===== config.mk =====
export PLATFORM = sky130hd
export DESIGN_NAME = clock_divider_factor_search_unit
export DESIGN_NICKNAME = d
export VERILOG_FILES = /design/src/clkdfs_pkg.sv /design/src/clkdfs_serial_div.sv /design/src/clkdfs_cand_eval.sv /design/src/clock_divider_factor_search_unit.sv
export SDC_FILE = /design/constraint.sdc
export NUM_CORES = 2
export LEC_CHECK = 0
export ABC_AREA = 1
export BUFFER_PORTS_ARGS = -buffer_cell sky130_fd_sc_hd__buf_4
export CORE_MARGIN = 2
export CORE_UTILIZATION = 30
export DETAILED_ROUTE_END_ITERATION = 8
export GPL_ROUTABILITY_DRIVEN = 0
export PLACE_DENSITY = 0.57
export SLEW_MARGIN = 20
export SYNTH_ARGS = -nofsm -noshare
export SYNTH_HDL_FRONTEND = slang
export SYNTH_SLANG_ARGS = --single-unit

===== constraint.sdc =====
create_clock -name clk -period 5.1 [get_ports clk]
set_clock_uncertainty 0.2 [all_clocks]
set_input_delay 0.255 -clock clk [delete_from_list [all_inputs] [get_ports clk]]
set_output_delay 0.255 -clock clk [all_outputs]
set_load 0.02 [all_outputs]

===== src/clkdfs_pkg.sv =====
// shared widths, register codes and types for the clock divider factor search
package clkdfs_pkg;

	localparam int RATE_W            = 32;
	localparam int TGT_W             = 33;
	localparam int DIFF_W            = 34;
	localparam int DELTA_W           = 31;
	localparam int CODE_W            = 8;
	localparam int SHIFT_W           = 3;
	localparam int MFW_W             = 4;
	localparam int PFW_W             = 2;
	localparam int M_W               = 9;
	localparam int BYTE_W            = 8;
	localparam int TABLE_ENTRIES_DEF = 8;
	localparam int CFG_IDX_W         = 3;
	localparam int CFG_DATA_W        = 64;

	// a deviation at or above this is never taken
	localparam logic [DELTA_W-1:0] NO_TAKE_LIMIT = 31'd2000000000;

	// widest m field honored, and the largest linear divider it allows
	localparam logic [MFW_W-1:0] MFW_LIMIT = 4'd8;
	localparam logic [M_W-1:0]   M_LIMIT   = 9'd256;

	// register indexes on the configuration port
	localparam logic [CFG_IDX_W-1:0] CFG_M_FIELD_WIDTH       = 3'd0;
	localparam logic [CFG_IDX_W-1:0] CFG_P_FIELD_WIDTH       = 3'd1;
	localparam logic [CFG_IDX_W-1:0] CFG_USE_DIVIDER_TABLE   = 3'd2;
	localparam logic [CFG_IDX_W-1:0] CFG_DIVIDER_TABLE_WORDS = 3'd3;
	localparam logic [CFG_IDX_W-1:0] CFG_MODE_SELECT_ENABLE  = 3'd4;
	localparam logic [CFG_IDX_W-1:0] CFG_MODE_THRESHOLD      = 3'd5;

	// register reset values
	localparam logic [MFW_W-1:0] RST_M_FIELD_WIDTH = 4'd4;
	localparam logic [PFW_W-1:0] RST_P_FIELD_WIDTH = 2'd2;

	// best candidate so far, as kept by the evaluator
	typedef struct packed {
		logic               exact;
		logic [CODE_W-1:0]  code;
		logic [SHIFT_W-1:0] shift;
		logic [RATE_W-1:0]  rate;
	} eval_res_t;

endpackage


===== src/clkdfs_serial_div.sv =====
// radix-2 restoring divider, one quotient bit per cycle
module clkdfs_serial_div (
	input  logic                          clk,
	input  logic                          arst_n,
	input  logic                          start,
	input  logic [clkdfs_pkg::RATE_W-1:0] dividend,
	input  logic [clkdfs_pkg::TGT_W-1:0]  divisor,
	output logic                          done,
	output logic [clkdfs_pkg::RATE_W-1:0] quotient
);

	localparam int CNT_W = $clog2(clkdfs_pkg::RATE_W);

	logic [CNT_W-1:0]                busy_cnt_q;
	logic                            busy_q;
	logic                            done_q;
	logic [clkdfs_pkg::RATE_W-1:0]   dq_q;
	logic [clkdfs_pkg::TGT_W-1:0]    rem_q;
	logic [clkdfs_pkg::TGT_W-1:0]    dvs_q;
	logic [clkdfs_pkg::TGT_W:0]      trial;
	logic [clkdfs_pkg::TGT_W:0]      diff;
	logic                            ge;

	// partial remainder with the next dividend bit shifted in
	assign trial = {rem_q, dq_q[clkdfs_pkg::RATE_W-1]};
	assign ge    = trial >= {1'b0, dvs_q};
	assign diff  = trial - {1'b0, dvs_q};

	always_ff @(posedge clk or negedge arst_n) begin
		if (!arst_n) begin
			busy_cnt_q <= '0;
			busy_q     <= 1'b0;
			done_q     <= 1'b0;
			dq_q       <= '0;
			rem_q      <= '0;
			dvs_q      <= '0;
		end else begin
			done_q <= 1'b0;
			if (start) begin
				dq_q       <= dividend;
				rem_q      <= '0;
				dvs_q      <= divisor;
				busy_cnt_q <= CNT_W'(clkdfs_pkg::RATE_W - 1);
				busy_q     <= 1'b1;
			end else if (busy_q) begin
				rem_q <= ge ? diff[clkdfs_pkg::TGT_W-1:0] : trial[clkdfs_pkg::TGT_W-1:0];
				dq_q  <= {dq_q[clkdfs_pkg::RATE_W-2:0], ge};
				if (busy_cnt_q == '0) begin
					busy_q <= 1'b0;
					done_q <= 1'b1;
				end else begin
					busy_cnt_q <= busy_cnt_q - CNT_W'(1);
				end
			end
		end
	end

	assign done     = done_q;
	assign quotient = dq_q;

endmodule


===== src/clkdfs_cand_eval.sv =====
// two-stage candidate evaluator: distance to target, then best-so-far update
module clkdfs_cand_eval (
	input  logic                           clk,
	input  logic                           arst_n,
	input  logic                           clr,
	input  logic                           go,
	input  logic [clkdfs_pkg::TGT_W-1:0]   target,
	input  logic [clkdfs_pkg::RATE_W-1:0]  cand,
	input  logic [clkdfs_pkg::CODE_W-1:0]  code,
	input  logic [clkdfs_pkg::SHIFT_W-1:0] shift,
	output clkdfs_pkg::eval_res_t          res
);

	logic                            vld_s1;
	logic [clkdfs_pkg::DIFF_W-1:0]   absd_s1;
	logic [clkdfs_pkg::RATE_W-1:0]   cand_s1;
	logic [clkdfs_pkg::CODE_W-1:0]   code_s1;
	logic [clkdfs_pkg::SHIFT_W-1:0]  shift_s1;
	logic [clkdfs_pkg::DELTA_W-1:0]  best_delta_q;
	clkdfs_pkg::eval_res_t           res_q;
	logic [clkdfs_pkg::DIFF_W-1:0]   dpos;
	logic [clkdfs_pkg::DIFF_W-1:0]   dneg;
	logic [clkdfs_pkg::DIFF_W-1:0]   absd;

	// both differences at once, sign of the first picks
	assign dpos = clkdfs_pkg::DIFF_W'(target) - clkdfs_pkg::DIFF_W'(cand);
	assign dneg = clkdfs_pkg::DIFF_W'(cand) - clkdfs_pkg::DIFF_W'(target);
	assign absd = dpos[clkdfs_pkg::DIFF_W-1] ? dneg : dpos;

	always_ff @(posedge clk or negedge arst_n) begin
		if (!arst_n) begin
			vld_s1       <= 1'b0;
			absd_s1      <= '0;
			cand_s1      <= '0;
			code_s1      <= '0;
			shift_s1     <= '0;
			best_delta_q <= clkdfs_pkg::NO_TAKE_LIMIT;
			res_q        <= '0;
		end else begin
			vld_s1 <= go;
			if (go) begin
				absd_s1  <= absd;
				cand_s1  <= cand;
				code_s1  <= code;
				shift_s1 <= shift;
			end
			if (clr) begin
				best_delta_q <= clkdfs_pkg::NO_TAKE_LIMIT;
				res_q        <= '0;
			end else if (vld_s1) begin
				if (absd_s1 == '0) begin
					res_q.exact <= 1'b1;
					res_q.rate  <= cand_s1;
					res_q.code  <= code_s1;
					res_q.shift <= shift_s1;
				end else if (absd_s1 < clkdfs_pkg::DIFF_W'(best_delta_q)) begin
					// strict compare keeps the first of equal candidates
					best_delta_q <= absd_s1[clkdfs_pkg::DELTA_W-1:0];
					res_q.rate   <= cand_s1;
					res_q.code   <= code_s1;
					res_q.shift  <= shift_s1;
				end
			end
		end
	end

	assign res = res_q;

endmodule


===== src/clock_divider_factor_search_unit.sv =====
// top level of the clock divider factor search: registers, sequencer and result beat
// search: shift-only steps down the shift field; table search does one serial divide per entry,
//   then weighs each shift of that quotient; linear search first divides parent by target, then
//   does one or two divides (div and div+1) per shift; the serial divider sets the pace
// one item at a time; the next item is taken while a result beat waits in the output register
// reset: asynchronous, clears the sequencer and output valid, registers take their defaults
module clock_divider_factor_search_unit #(
	parameter int TABLE_ENTRIES = clkdfs_pkg::TABLE_ENTRIES_DEF
) (
	input  logic                              clk,
	input  logic                              arst_n,
	// configuration write channel
	input  logic                              cfg_valid,
	output logic                              cfg_ready,
	input  logic [clkdfs_pkg::CFG_IDX_W-1:0]  cfg_index,
	input  logic [clkdfs_pkg::CFG_DATA_W-1:0] cfg_data,
	// request channel
	input  logic                              in_valid,
	output logic                              in_stall,
	input  logic [clkdfs_pkg::RATE_W-1:0]     target_rate,
	input  logic [clkdfs_pkg::RATE_W-1:0]     parent_rate,
	// result channel
	output logic                              out_valid,
	input  logic                              out_stall,
	output logic [clkdfs_pkg::CODE_W-1:0]     m_code,
	output logic [clkdfs_pkg::SHIFT_W-1:0]    p_shift,
	output logic [clkdfs_pkg::RATE_W-1:0]     achieved_rate,
	output logic                              mode_bit
);

	// only the table bytes that are ever scanned are stored
	localparam int TBL_W = TABLE_ENTRIES * clkdfs_pkg::BYTE_W;
	localparam int ENT_W = $clog2(TABLE_ENTRIES + 1);

	typedef enum logic [3:0] {
		ST_IDLE,
		ST_DISPATCH,
		ST_SHIFT,
		ST_LIN_QDIV,
		ST_LIN_P,
		ST_LIN_MDIV,
		ST_TBL_ENTRY,
		ST_TBL_DIV,
		ST_EVAL1,
		ST_EVAL2,
		ST_CHECK,
		ST_DONE
	} state_t;

	// configuration registers
	logic [clkdfs_pkg::MFW_W-1:0]   m_fw_q;
	logic [clkdfs_pkg::PFW_W-1:0]   p_fw_q;
	logic                           use_tbl_q;
	logic [TBL_W-1:0]               tbl_q;
	logic                           mode_en_q;
	logic [clkdfs_pkg::RATE_W-1:0]  thr_q;

	// sequencer and item state
	state_t                          state_q;
	logic [clkdfs_pkg::TGT_W-1:0]    tgt_q;
	logic [clkdfs_pkg::RATE_W-1:0]   par_q;
	logic                            mode_q;
	logic                            special_q;
	logic [clkdfs_pkg::SHIFT_W-1:0]  sp_shift_q;
	logic [clkdfs_pkg::SHIFT_W-1:0]  p_q;
	logic [clkdfs_pkg::RATE_W-1:0]   quo_q;
	logic [clkdfs_pkg::M_W-1:0]      m_q;
	logic                            second_q;
	logic [ENT_W-1:0]                ent_q;
	logic [TBL_W-1:0]                tblsh_q;
	logic                            div_start_q;
	logic                            eval_go_q;

	// result beat register
	logic                            out_valid_q;
	logic [clkdfs_pkg::CODE_W-1:0]   m_code_q;
	logic [clkdfs_pkg::SHIFT_W-1:0]  p_shift_q;
	logic [clkdfs_pkg::RATE_W-1:0]   rate_q;
	logic                            mode_out_q;

	// derived control
	logic                            accept;
	logic                            no_fields;
	logic                            mode_hit;
	logic [clkdfs_pkg::SHIFT_W-1:0]  p_max;
	logic [clkdfs_pkg::M_W-1:0]      m_max;
	logic [clkdfs_pkg::RATE_W-1:0]   div_v;
	logic                            div_over;
	logic [clkdfs_pkg::BYTE_W-1:0]   tbl_byte;
	logic                            shift_above;

	// divider and evaluator hookup
	logic [clkdfs_pkg::TGT_W-1:0]    div_dvs;
	logic                            div_done;
	logic [clkdfs_pkg::RATE_W-1:0]   div_quo;
	logic [clkdfs_pkg::RATE_W-1:0]   ev_cand;
	logic [clkdfs_pkg::CODE_W-1:0]   ev_code;
	clkdfs_pkg::eval_res_t           ev_res;

	// ---------------------------------------------------------------
	// configuration port: always ready, writes beyond the list are dropped
	// ---------------------------------------------------------------
	assign cfg_ready = 1'b1;

	always_ff @(posedge clk or negedge arst_n) begin
		if (!arst_n) begin
			m_fw_q    <= clkdfs_pkg::RST_M_FIELD_WIDTH;
			p_fw_q    <= clkdfs_pkg::RST_P_FIELD_WIDTH;
			use_tbl_q <= 1'b0;
			tbl_q     <= '0;
			mode_en_q <= 1'b0;
			thr_q     <= '0;
		end else if (cfg_valid && cfg_ready) begin
			case (cfg_index)
				clkdfs_pkg::CFG_M_FIELD_WIDTH: begin
					m_fw_q <= cfg_data[clkdfs_pkg::MFW_W-1:0];
				end
				clkdfs_pkg::CFG_P_FIELD_WIDTH: begin
					p_fw_q <= cfg_data[clkdfs_pkg::PFW_W-1:0];
				end
				clkdfs_pkg::CFG_USE_DIVIDER_TABLE: begin
					use_tbl_q <= cfg_data[0];
				end
				clkdfs_pkg::CFG_DIVIDER_TABLE_WORDS: begin
					tbl_q <= cfg_data[TBL_W-1:0];
				end
				clkdfs_pkg::CFG_MODE_SELECT_ENABLE: begin
					mode_en_q <= cfg_data[0];
				end
				clkdfs_pkg::CFG_MODE_THRESHOLD: begin
					thr_q <= cfg_data[clkdfs_pkg::RATE_W-1:0];
				end
				default: begin
				end
			endcase
		end
	end

	// ---------------------------------------------------------------
	// decode of the configuration and the current search point
	// ---------------------------------------------------------------
	assign accept    = in_valid && !in_stall;
	assign in_stall  = (state_q != ST_IDLE);
	assign no_fields = (m_fw_q == '0) && (p_fw_q == '0);
	// doubling mode never applies when there is nothing to search
	assign mode_hit  = !no_fields && mode_en_q && (target_rate >= thr_q);

	// p_max = 2^p_fw - 1
	assign p_max = clkdfs_pkg::SHIFT_W'((4'd1 << p_fw_q) - 4'd1);
	// m field wider than 8 bits is clamped, so m never exceeds 256
	assign m_max = (m_fw_q > clkdfs_pkg::MFW_LIMIT) ? clkdfs_pkg::M_LIMIT
	                                                : clkdfs_pkg::M_W'(9'd1 << m_fw_q);

	// linear candidate base: (parent / target) >> p
	assign div_v    = quo_q >> p_q;
	assign div_over = div_v > clkdfs_pkg::RATE_W'(m_max);

	// table is walked from the low byte by shifting it down
	assign tbl_byte = tblsh_q[clkdfs_pkg::BYTE_W-1:0];

	// shift-only search: does this shift still leave the rate above target
	assign shift_above = clkdfs_pkg::TGT_W'(par_q >> p_q) > tgt_q;

	// first divide of a linear search is parent / target, all others parent / m
	assign div_dvs = (state_q == ST_LIN_QDIV) ? tgt_q : clkdfs_pkg::TGT_W'(m_q);

	// candidate rate and code for the evaluator, stable through ST_EVAL1
	assign ev_cand = div_quo >> p_q;
	assign ev_code = use_tbl_q ? clkdfs_pkg::CODE_W'(ent_q)
	                           : clkdfs_pkg::CODE_W'(m_q - clkdfs_pkg::M_W'(1));

	clkdfs_serial_div u_div (
		.clk      (clk),
		.arst_n   (arst_n),
		.start    (div_start_q),
		.dividend (par_q),
		.divisor  (div_dvs),
		.done     (div_done),
		.quotient (div_quo)
	);

	clkdfs_cand_eval u_eval (
		.clk    (clk),
		.arst_n (arst_n),
		.clr    (accept),
		.go     (eval_go_q),
		.target (tgt_q),
		.cand   (ev_cand),
		.code   (ev_code),
		.shift  (p_q),
		.res    (ev_res)
	);

	// ---------------------------------------------------------------
	// sequencer
	// ---------------------------------------------------------------
	always_ff @(posedge clk or negedge arst_n) begin
		if (!arst_n) begin
			state_q     <= ST_IDLE;
			tgt_q       <= '0;
			par_q       <= '0;
			mode_q      <= 1'b0;
			special_q   <= 1'b0;
			sp_shift_q  <= '0;
			p_q         <= '0;
			quo_q       <= '0;
			m_q         <= '0;
			second_q    <= 1'b0;
			ent_q       <= '0;
			tblsh_q     <= '0;
			div_start_q <= 1'b0;
			eval_go_q   <= 1'b0;
			out_valid_q <= 1'b0;
			m_code_q    <= '0;
			p_shift_q   <= '0;
			rate_q      <= '0;
			mode_out_q  <= 1'b0;
		end else begin
			div_start_q <= 1'b0;
			eval_go_q   <= 1'b0;
			if (out_valid_q && !out_stall) begin
				out_valid_q <= 1'b0;
			end

			case (state_q)
				ST_IDLE: begin
					if (accept) begin
						par_q   <= parent_rate;
						mode_q  <= mode_hit;
						// doubled target kept at 33 bits so it never wraps
						tgt_q   <= mode_hit ? {target_rate, 1'b0} : {1'b0, target_rate};
						state_q <= ST_DISPATCH;
					end
				end

				ST_DISPATCH: begin
					if (no_fields) begin
						special_q  <= 1'b1;
						sp_shift_q <= '0;
						state_q    <= ST_DONE;
					end else if (m_fw_q == '0) begin
						// shift-only: scan from p_max - 1 down
						special_q <= 1'b1;
						p_q       <= p_max - clkdfs_pkg::SHIFT_W'(1);
						state_q   <= ST_SHIFT;
					end else if (use_tbl_q) begin
						special_q <= 1'b0;
						ent_q     <= '0;
						tblsh_q   <= tbl_q;
						state_q   <= ST_TBL_ENTRY;
					end else begin
						special_q <= 1'b0;
						// zero target means a saturated quotient: nothing fits
						if (tgt_q == '0) begin
							state_q <= ST_DONE;
						end else begin
							p_q         <= p_max;
							div_start_q <= 1'b1;
							state_q     <= ST_LIN_QDIV;
						end
					end
				end

				ST_SHIFT: begin
					if (shift_above) begin
						sp_shift_q <= p_q + clkdfs_pkg::SHIFT_W'(1);
						state_q    <= ST_DONE;
					end else if (p_q == '0) begin
						sp_shift_q <= '0;
						state_q    <= ST_DONE;
					end else begin
						p_q <= p_q - clkdfs_pkg::SHIFT_W'(1);
					end
				end

				ST_LIN_QDIV: begin
					if (div_done) begin
						quo_q   <= div_quo;
						state_q <= ST_LIN_P;
					end
				end

				ST_LIN_P: begin
					if (div_over) begin
						// neither div nor div+1 fits the field at this shift
						if (p_q == '0) begin
							state_q <= ST_DONE;
						end else begin
							p_q <= p_q - clkdfs_pkg::SHIFT_W'(1);
						end
					end else begin
						// a zero divider is skipped, go straight to div+1
						if (div_v == '0) begin
							m_q      <= clkdfs_pkg::M_W'(1);
							second_q <= 1'b1;
						end else begin
							m_q      <= div_v[clkdfs_pkg::M_W-1:0];
							second_q <= 1'b0;
						end
						div_start_q <= 1'b1;
						state_q     <= ST_LIN_MDIV;
					end
				end

				ST_LIN_MDIV: begin
					if (div_done) begin
						eval_go_q <= 1'b1;
						state_q   <= ST_EVAL1;
					end
				end

				ST_TBL_ENTRY: begin
					// table ends at the entry limit or at the first zero byte
					if ((ent_q == ENT_W'(TABLE_ENTRIES)) || (tbl_byte == '0)) begin
						state_q <= ST_DONE;
					end else begin
						m_q         <= clkdfs_pkg::M_W'(tbl_byte);
						p_q         <= p_max;
						div_start_q <= 1'b1;
						state_q     <= ST_TBL_DIV;
					end
				end

				ST_TBL_DIV: begin
					if (div_done) begin
						eval_go_q <= 1'b1;
						state_q   <= ST_EVAL1;
					end
				end

				ST_EVAL1: begin
					state_q <= ST_EVAL2;
				end

				ST_EVAL2: begin
					state_q <= ST_CHECK;
				end

				ST_CHECK: begin
					if (ev_res.exact) begin
						state_q <= ST_DONE;
					end else if (use_tbl_q) begin
						// same quotient, next lower shift, else next entry
						if (p_q == '0) begin
							ent_q   <= ent_q + ENT_W'(1);
							tblsh_q <= tblsh_q >> clkdfs_pkg::BYTE_W;
							state_q <= ST_TBL_ENTRY;
						end else begin
							p_q       <= p_q - clkdfs_pkg::SHIFT_W'(1);
							eval_go_q <= 1'b1;
							state_q   <= ST_EVAL1;
						end
					end else if (!second_q && (m_q < m_max)) begin
						m_q         <= m_q + clkdfs_pkg::M_W'(1);
						second_q    <= 1'b1;
						div_start_q <= 1'b1;
						state_q     <= ST_LIN_MDIV;
					end else if (p_q == '0) begin
						state_q <= ST_DONE;
					end else begin
						p_q     <= p_q - clkdfs_pkg::SHIFT_W'(1);
						state_q <= ST_LIN_P;
					end
				end

				ST_DONE: begin
					// hold here until the output register is free
					if (!out_valid_q || !out_stall) begin
						out_valid_q <= 1'b1;
						mode_out_q  <= mode_q;
						if (special_q) begin
							m_code_q  <= '0;
							p_shift_q <= sp_shift_q;
							rate_q    <= par_q >> sp_shift_q;
						end else begin
							m_code_q  <= ev_res.code;
							p_shift_q <= ev_res.shift;
							rate_q    <= ev_res.rate;
						end
						state_q <= ST_IDLE;
					end
				end

				default: begin
					state_q <= ST_IDLE;
				end
			endcase
		end
	end

	assign out_valid     = out_valid_q;
	assign m_code        = m_code_q;
	assign p_shift       = p_shift_q;
	assign achieved_rate = rate_q;
	assign mode_bit      = mode_out_q;

`ifndef SYNTHESIS
	// an accepted request keeps the request side stalled on the next cycle
	a_accept_stalls: assert property (@(posedge clk) disable iff (!arst_n)
		accept |=> in_stall)
		else $error("request side not stalled after accept");

	// exact flag can only come from an issued candidate, registered through vld_s1 and then res_q
	a_exact_from_go: assert property (@(posedge clk) disable iff (!arst_n)
		$rose(ev_res.exact) |-> $past(eval_go_q, 2))
		else $error("exact match without an issued candidate");

	// divider completion is only seen while the sequencer waits for it
	a_div_done_wait: assert property (@(posedge clk) disable iff (!arst_n)
		div_done |-> (state_q == ST_LIN_QDIV || state_q == ST_LIN_MDIV ||
		              state_q == ST_TBL_DIV))
		else $error("divider finished outside a wait state");

	// a result beat appears only when the search has finished
	a_out_from_done: assert property (@(posedge clk) disable iff (!arst_n)
		$rose(out_valid_q) |-> $past(state_q == ST_DONE))
		else $error("result beat raised outside the done state");
`endif

endmodule


# Yosys cells after proc, flatten, opt, wreduce, memory -nomap -nowiden
# Index checks and enable logic that the tools add are counted.
# op_classes
add_sub_neg,11
n_lt_le_gt_ge,7
n_eq_ne,40
shifts,6
muxes,112
reduce_logical,54
# ops
cell,count
$mux W64,6
$mux W33,5
$pmux W64 S2,1
$mux W31,4
$mux W32,3
$shr A32 B3 Y32,3
$mux W4,23
$mux W44,2
$mux W43,2
$mux W9,7
$mux W3,15
$pmux W4 S11,1
$ge A34 B33 Y1,1
$logic_not A34 Y1,1
$lt A34 B31 Y1,1
$mux W34,1
$ne A2 B2 Y1 const B,17
$sub A32 B33 Y34,1
$sub A33 B32 Y34,1
$gt A33 B33 Y1,1
$logic_not A33 Y1,1
$shr A32 B3 Y33,1
$sub A33 B33 Y33,1
$ge A32 B32 Y1,1
50 further kinds,130
# word_totals
register_bits,596
output_inout_bits,47
elab_cells,271

# Depth between registers and ports, before layout
# logic_depth
word_depth,8
ltp_mapped,28
mapped_depth_nobuf,25

# Modules after synthesis
# A second synthesis with hierarchy kept.
# hier_totals
hier_cells,5932
hier_area_um2,40691.5
# modules_own_cells
module,n_inst,cells_each,area_each_um2
clock_divider_factor_search_unit,1,2896,20983.9
clkdfs_cand_eval,1,1975,12494.5
clkdfs_serial_div,1,1061,7213.2

# Least setup slack after synthesis
# Ideal clock, no wire load.
# synth_path
kind,register to register
start,reg p_q[0] (netlist name)
end,reg u_eval.absd_s1[28] (netlist name)
arrival_time_ns,3.097
setup_slack_ns,1.686
path_stages_with_launch,25
n_path_buf,4
period_less_slack_ns,3.414
path_cell_list,dfrtp_1 > buf_4 > buf_6 > buf_6 > buf_6 > nand2_1 > o21ai_0 > o21ai_0 > inv_1 > o21ai_1 > inv_1 > ha_1 > fa_1 > o21ai_0 > nand2_1 > nand2_1 > nand2_1 > nand2_1 > nand2_1 > nand3_1 > nand2_1 > nand2_1 > nand2_1 > nand2_1 > nand2_1
# synth_between
elab_chain_cells,3
# synth_rtl
item,line,source
start: declaration,clock_divider_factor_search_unit.sv:65,logic [clkdfs_pkg::SHIFT_W-1:0] p_q;
start signal: assignment,clock_divider_factor_search_unit.sv:244,p_q <= p_max - clkdfs_pkg::SHIFT_W'(1);
start signal: assignment,clock_divider_factor_search_unit.sv:257,p_q <= p_max;
start signal: assignment,clock_divider_factor_search_unit.sv:272,p_q <= p_q - clkdfs_pkg::SHIFT_W'(1);
$shr A32 B3 Y32 *,clock_divider_factor_search_unit.sv:168,assign ev_cand = div_quo >> p_q;
net ev_cand (one bit),clock_divider_factor_search_unit.sv:96,logic [clkdfs_pkg::RATE_W-1:0] ev_cand;
$sub A33 B32 Y34 / $sub A32 B33 Y34 (equally long branches),"clkdfs_cand_eval.sv:26, clkdfs_cand_eval.sv:27",
$mux W34 *,clkdfs_cand_eval.sv:28,assign absd = dpos[clkdfs_pkg::DIFF_W-1] ? dneg : dpos;
end signal: assignment,clkdfs_cand_eval.sv:42,absd_s1 <= absd;
end: declaration,clkdfs_cand_eval.sv:15,logic [clkdfs_pkg::DIFF_W-1:0] absd_s1;
# The timed path passes the listed nets; every way through them passes the cells marked *.
# A chain may end at the register's enable or synchronous reset.

# Final worst setup path
# Same ends and word-level chain as after synthesis.

==> impl_metrics.yaml <==
clock_tree:
  cts_sinks: 596
  h-tree-depth: 3
  cts_tree: "yes"
  clk_pin_slew_ns: 0.06
  cts_setup_buffers: 0
  cts_resized: 0
  cts_root_buffer: "clkbuf_16"
  cts-buffers-inserted: 71
  clk_latency_ns: 0.69
  clock_path_buffers: 3
synth:
  synth_commonest_cells: "nand2_1 (1,961), inv_1 (721), dfrtp_1 (581), o21ai_0 (514), nand3_1 (293)"
  yosys_warnings: 0
  yosys.cell_count.top_type: "nand2_1"
  synth.distinct_cells: 58
  synth_seq_cells: 596
  synth.avg_cell_area_um2: 7.01
  synth_edf_count: 0
  postSynthCellCount: 5690
  async_reset_ff_share_pct: 100
  syn_nets: 6051
  synth_seq_area_share_pct: 37.4
  synth_top_flop_cell: "dfrtp_1"
  synth_area_leader_cell: "dfrtp_1"
  synth_area_um2: 39900
  synth.top_cells.by_area: "dfrtp_1 (36%), nand2_1 (18%), ha_1 (7.0%)"
  synth_top_area_share_pct: 36.5
layout:
  drive_gt1_share_pct: 8.53
  filler_cell_count: 13900
  finalNetCount: 6252
  syn_to_final_growth_pct: 17.2
floorplan:
  start_util_pct: 30.3
  coreArea_um2: 132000
  ios: 183
  row_count: 133
  dieArea_um2: 136000
  die_x_um: 369
  fp.dieH_um: 369
detailed_routing:
  routed_wl_um: 137000
  top_layer_used: "met5"
  viasPerCell: 4.99
  drt_iter0_drc: 3634
  wl_met2_um: 58800
  wl_met3_um: 10200
  avgRoutedWirePerCell_um: 17.7
  drt-met1-wl_um: 62700
  dr.pass1.iters: 5
  drc: 0
  postRouteAntennaNets: 0
  via_count: 38400
sta:
  period_share_pct: 89.7
  fmax_mhz: 219
  drv_slew: 0
  fin_setup_tns_ns: 0
  min_period_ns: 4.57
  hold_viol_final: 0
  setup_viol: 0
  grt_setup_unrepaired: "false"
  relSlewSlack_pct: 25.8
  worst_pin_slew_ns: 1.11
run_status:
  status: "complete, no violations"
power_and_ir_drop:
  power_mw: 11.3
  power_switching_share_pct: 25.5
  clkPwrFrac_pct: 47.8
  p_sw_mw: 2.87
  powerDensity_nw_per_um2: 241
  p_int_mw: 8.39
  power_frac_comb_pct: 7.8
  seq_power_share_pct: 44.4
  vdd_drop_max_mv: 0.237
  leakagePower_nw: 24.3
grt:
  antenna_found_initial: 7
  grt_pass1_vias: 36600
  grtUsageTotal_pct: 19.9
  grt-ovfl-total: 0
  grt_max_degree: 133
  grt_pass1_wl_um: 213000
hold_path:
  hp-class: "primary input to asynchronous set/reset pin"
setup_path:
  path_class: "register to register"
  cp_common_cell: "nand2_1"
  worstSetupStartpointType: "register"
  cpPeakStageDelay_ns: 0.96
  worst-endpoint-arrival_ns: 4.92
  critPathRequiredTime_ns: 5.45
  worstSetupEndpointType: "register"
  worstPathMaxFanout: 97
  crit_chain: "o21ai_0 -> o21ai_0 -> inv_1 -> o21ai_1 -> inv_1 -> fa_1 -> o21ai_0 -> nand2_1 -> nand2_1 -> nand2_1 -> nand2_1 -> nand2_1 -> nand3_1 -> nand2_1 -> nand2_1 -> nand2_1 -> nand2_1 -> nand2_1"
  cp_slowest_cell: "dfrtp_4"
place:
  hpwl_um: 102000
  io_buffers: 181
job:
  maxCapViolations: 0
==> worst max-delay path: cells and delay by family (launching register included) <==
| family | cells | cell delay [ns] |
|---|---|---|
| buf+inv | 2 | 0.27 |
| simple gates | 11 | 1.04 |
| compound gates | 4 | 1.44 |
| fa+ha+maj | 1 | 0.49 |
| flops | 1 | 0.96 |
==> final timing paths <==
| kind | to | startpoint | slack (ns) | depth (start not counted) |
|---|---|---|---|---|
| worst max-delay path | u_eval.absd_s1[28] | p_q[0] | 0.53 | 18 |
| worst min register to register | u_eval.best_delta_q[20] | u_eval.best_delta_q[20] | 0.26 | 2 |
| worst min-delay path | thr_q[24] | arst_n | 0.03 | 2 |
| worst max register to register | u_eval.absd_s1[28] | p_q[0] | 0.53 | 18 |
| max in group asynchronous | u_eval.res[22] | arst_n | 3.29 | 3 |
| min in group clk | par_q[14] | parent_rate[14] | 0.13 | 4 |
==> registers in the layout, indices dropped and copies added, names as in the netlist, 33 cells and up <==
register / cells
u_eval.res: 44
u_eval.absd_s1: 34
tbl_q: 64
u_div.rem_q: 33
u_div.dvs_q: 33
tgt_q: 33
tblsh_q: 64
==> cells by family after synthesis <==
logic type | after synthesis | synth area share (%)
AO/OA/AOI/OAI | 966 | 13.3
XOR/XNOR | 60 | 1.32
adder cells (fa/ha/maj) | 225 | 7.12
buffers and inverters | 1008 | 10.2
flip-flops | 596 | 37.4
multiplexers | 64 | 1.70
other | 1 | 0.00940
AND/OR/NAND/NOR | 2770 | 28.9
==> stage by stage <==
stage / area, um^2 / util (%) / setup slack [ns] / std cells / hold slack (ns)
floorplan: 39900 / - / 1.69 / 5690 / -0.241
finish: 46700 / 35.5 / 0.526 / 7704 / 0.0267
detailed placement: 42700 / 32.4 / 0.630 / 7417 / 0.167
CTS: 46700 / 35.5 / 0.607 / 7700 / 0.0747
global placement: 42700 / 32.4 / 0.698 / 7417 / 0.169
global route: 46700 / 35.5 / 0.154 / 7703 / 0.0939
==> layout by cell type, fill, tap and decap left out, types with 13 or more instances in the layout <==
master         synthesis  final
mux2i_1               33     33
buf_4                 13    236
nor2_2                13     17
dlygate4sd3_1          0    156
clkbuf_16              0     71
o21ai_0              514    514
nor2_1               251    247
mux2_2                31     31
xor2_1                45     45
nand4_1               78     78
xnor2_1               15     15
a21oi_1              197    196
dfstp_2               15     15
a31oi_1               31     31
dfrtp_1              581    578
o211ai_1              68     68
nand2_1             1961   1958
nand3_1              293    292
inv_2                 11     13
clkinv_2               0     13
o21ai_1               57     57
nor4_1                13     13
inv_1                721    717
o21bai_1              13     13
nand2_2               17     20
nor3_1                21     21
clkbuf_8               0     15
nand3b_1              85     85
o22ai_1               35     35
ha_1                 222    222
or2_2                 24     24
==> area by class of cell <==
| cell class | count | area, um^2 | area share [%] |
|---|---|---|---|
| antenna | 4 | 10.0 | 0.0214 |
| timing repair buffer | 398 | 3450 | 7.38 |
| sequential | 596 | 14900 | 32.0 |
| inverter | 738 | 2780 | 5.94 |
| clock inverter | 31 | 437 | 0.934 |
| multi-input combinational | 4086 | 20900 | 44.7 |
| tap | 1755 | 2200 | 4.70 |
| clock buffer | 96 | 2020 | 4.32 |
==> power by group through the flow <==
| stage | clock, mW | sequential [mW] | combinational [mW] |
|---|---|---|---|
| 3_3_place_gp | 0 | 5.08 | 0.772 |
| 2_1_floorplan | 0 | 5.04 | 0.467 |
| 4_1_cts | 5.51 | 5.00 | 0.883 |
| 6_report | 5.38 | 5.00 | 0.877 |
| 3_5_place_dp | 0 | 5.09 | 0.789 |
| 5_1_grt | 5.69 | 5.02 | 1.01 |
==> metal layers <==
layer  vias up  GRT usage, %
li1      18700             -
met2      1270          30.5
met1     18200          27.9
met4         4          7.00
met3       265          3.69
met5         -             0
==> timing repair <==
action / in CTS / in global routing
hold buffers: 156 / 0
hold endpoints to repair: 261 / 0
setup endpoints to repair: 0 / 0
Note: power is estimated with default switching activity, not from simulation.
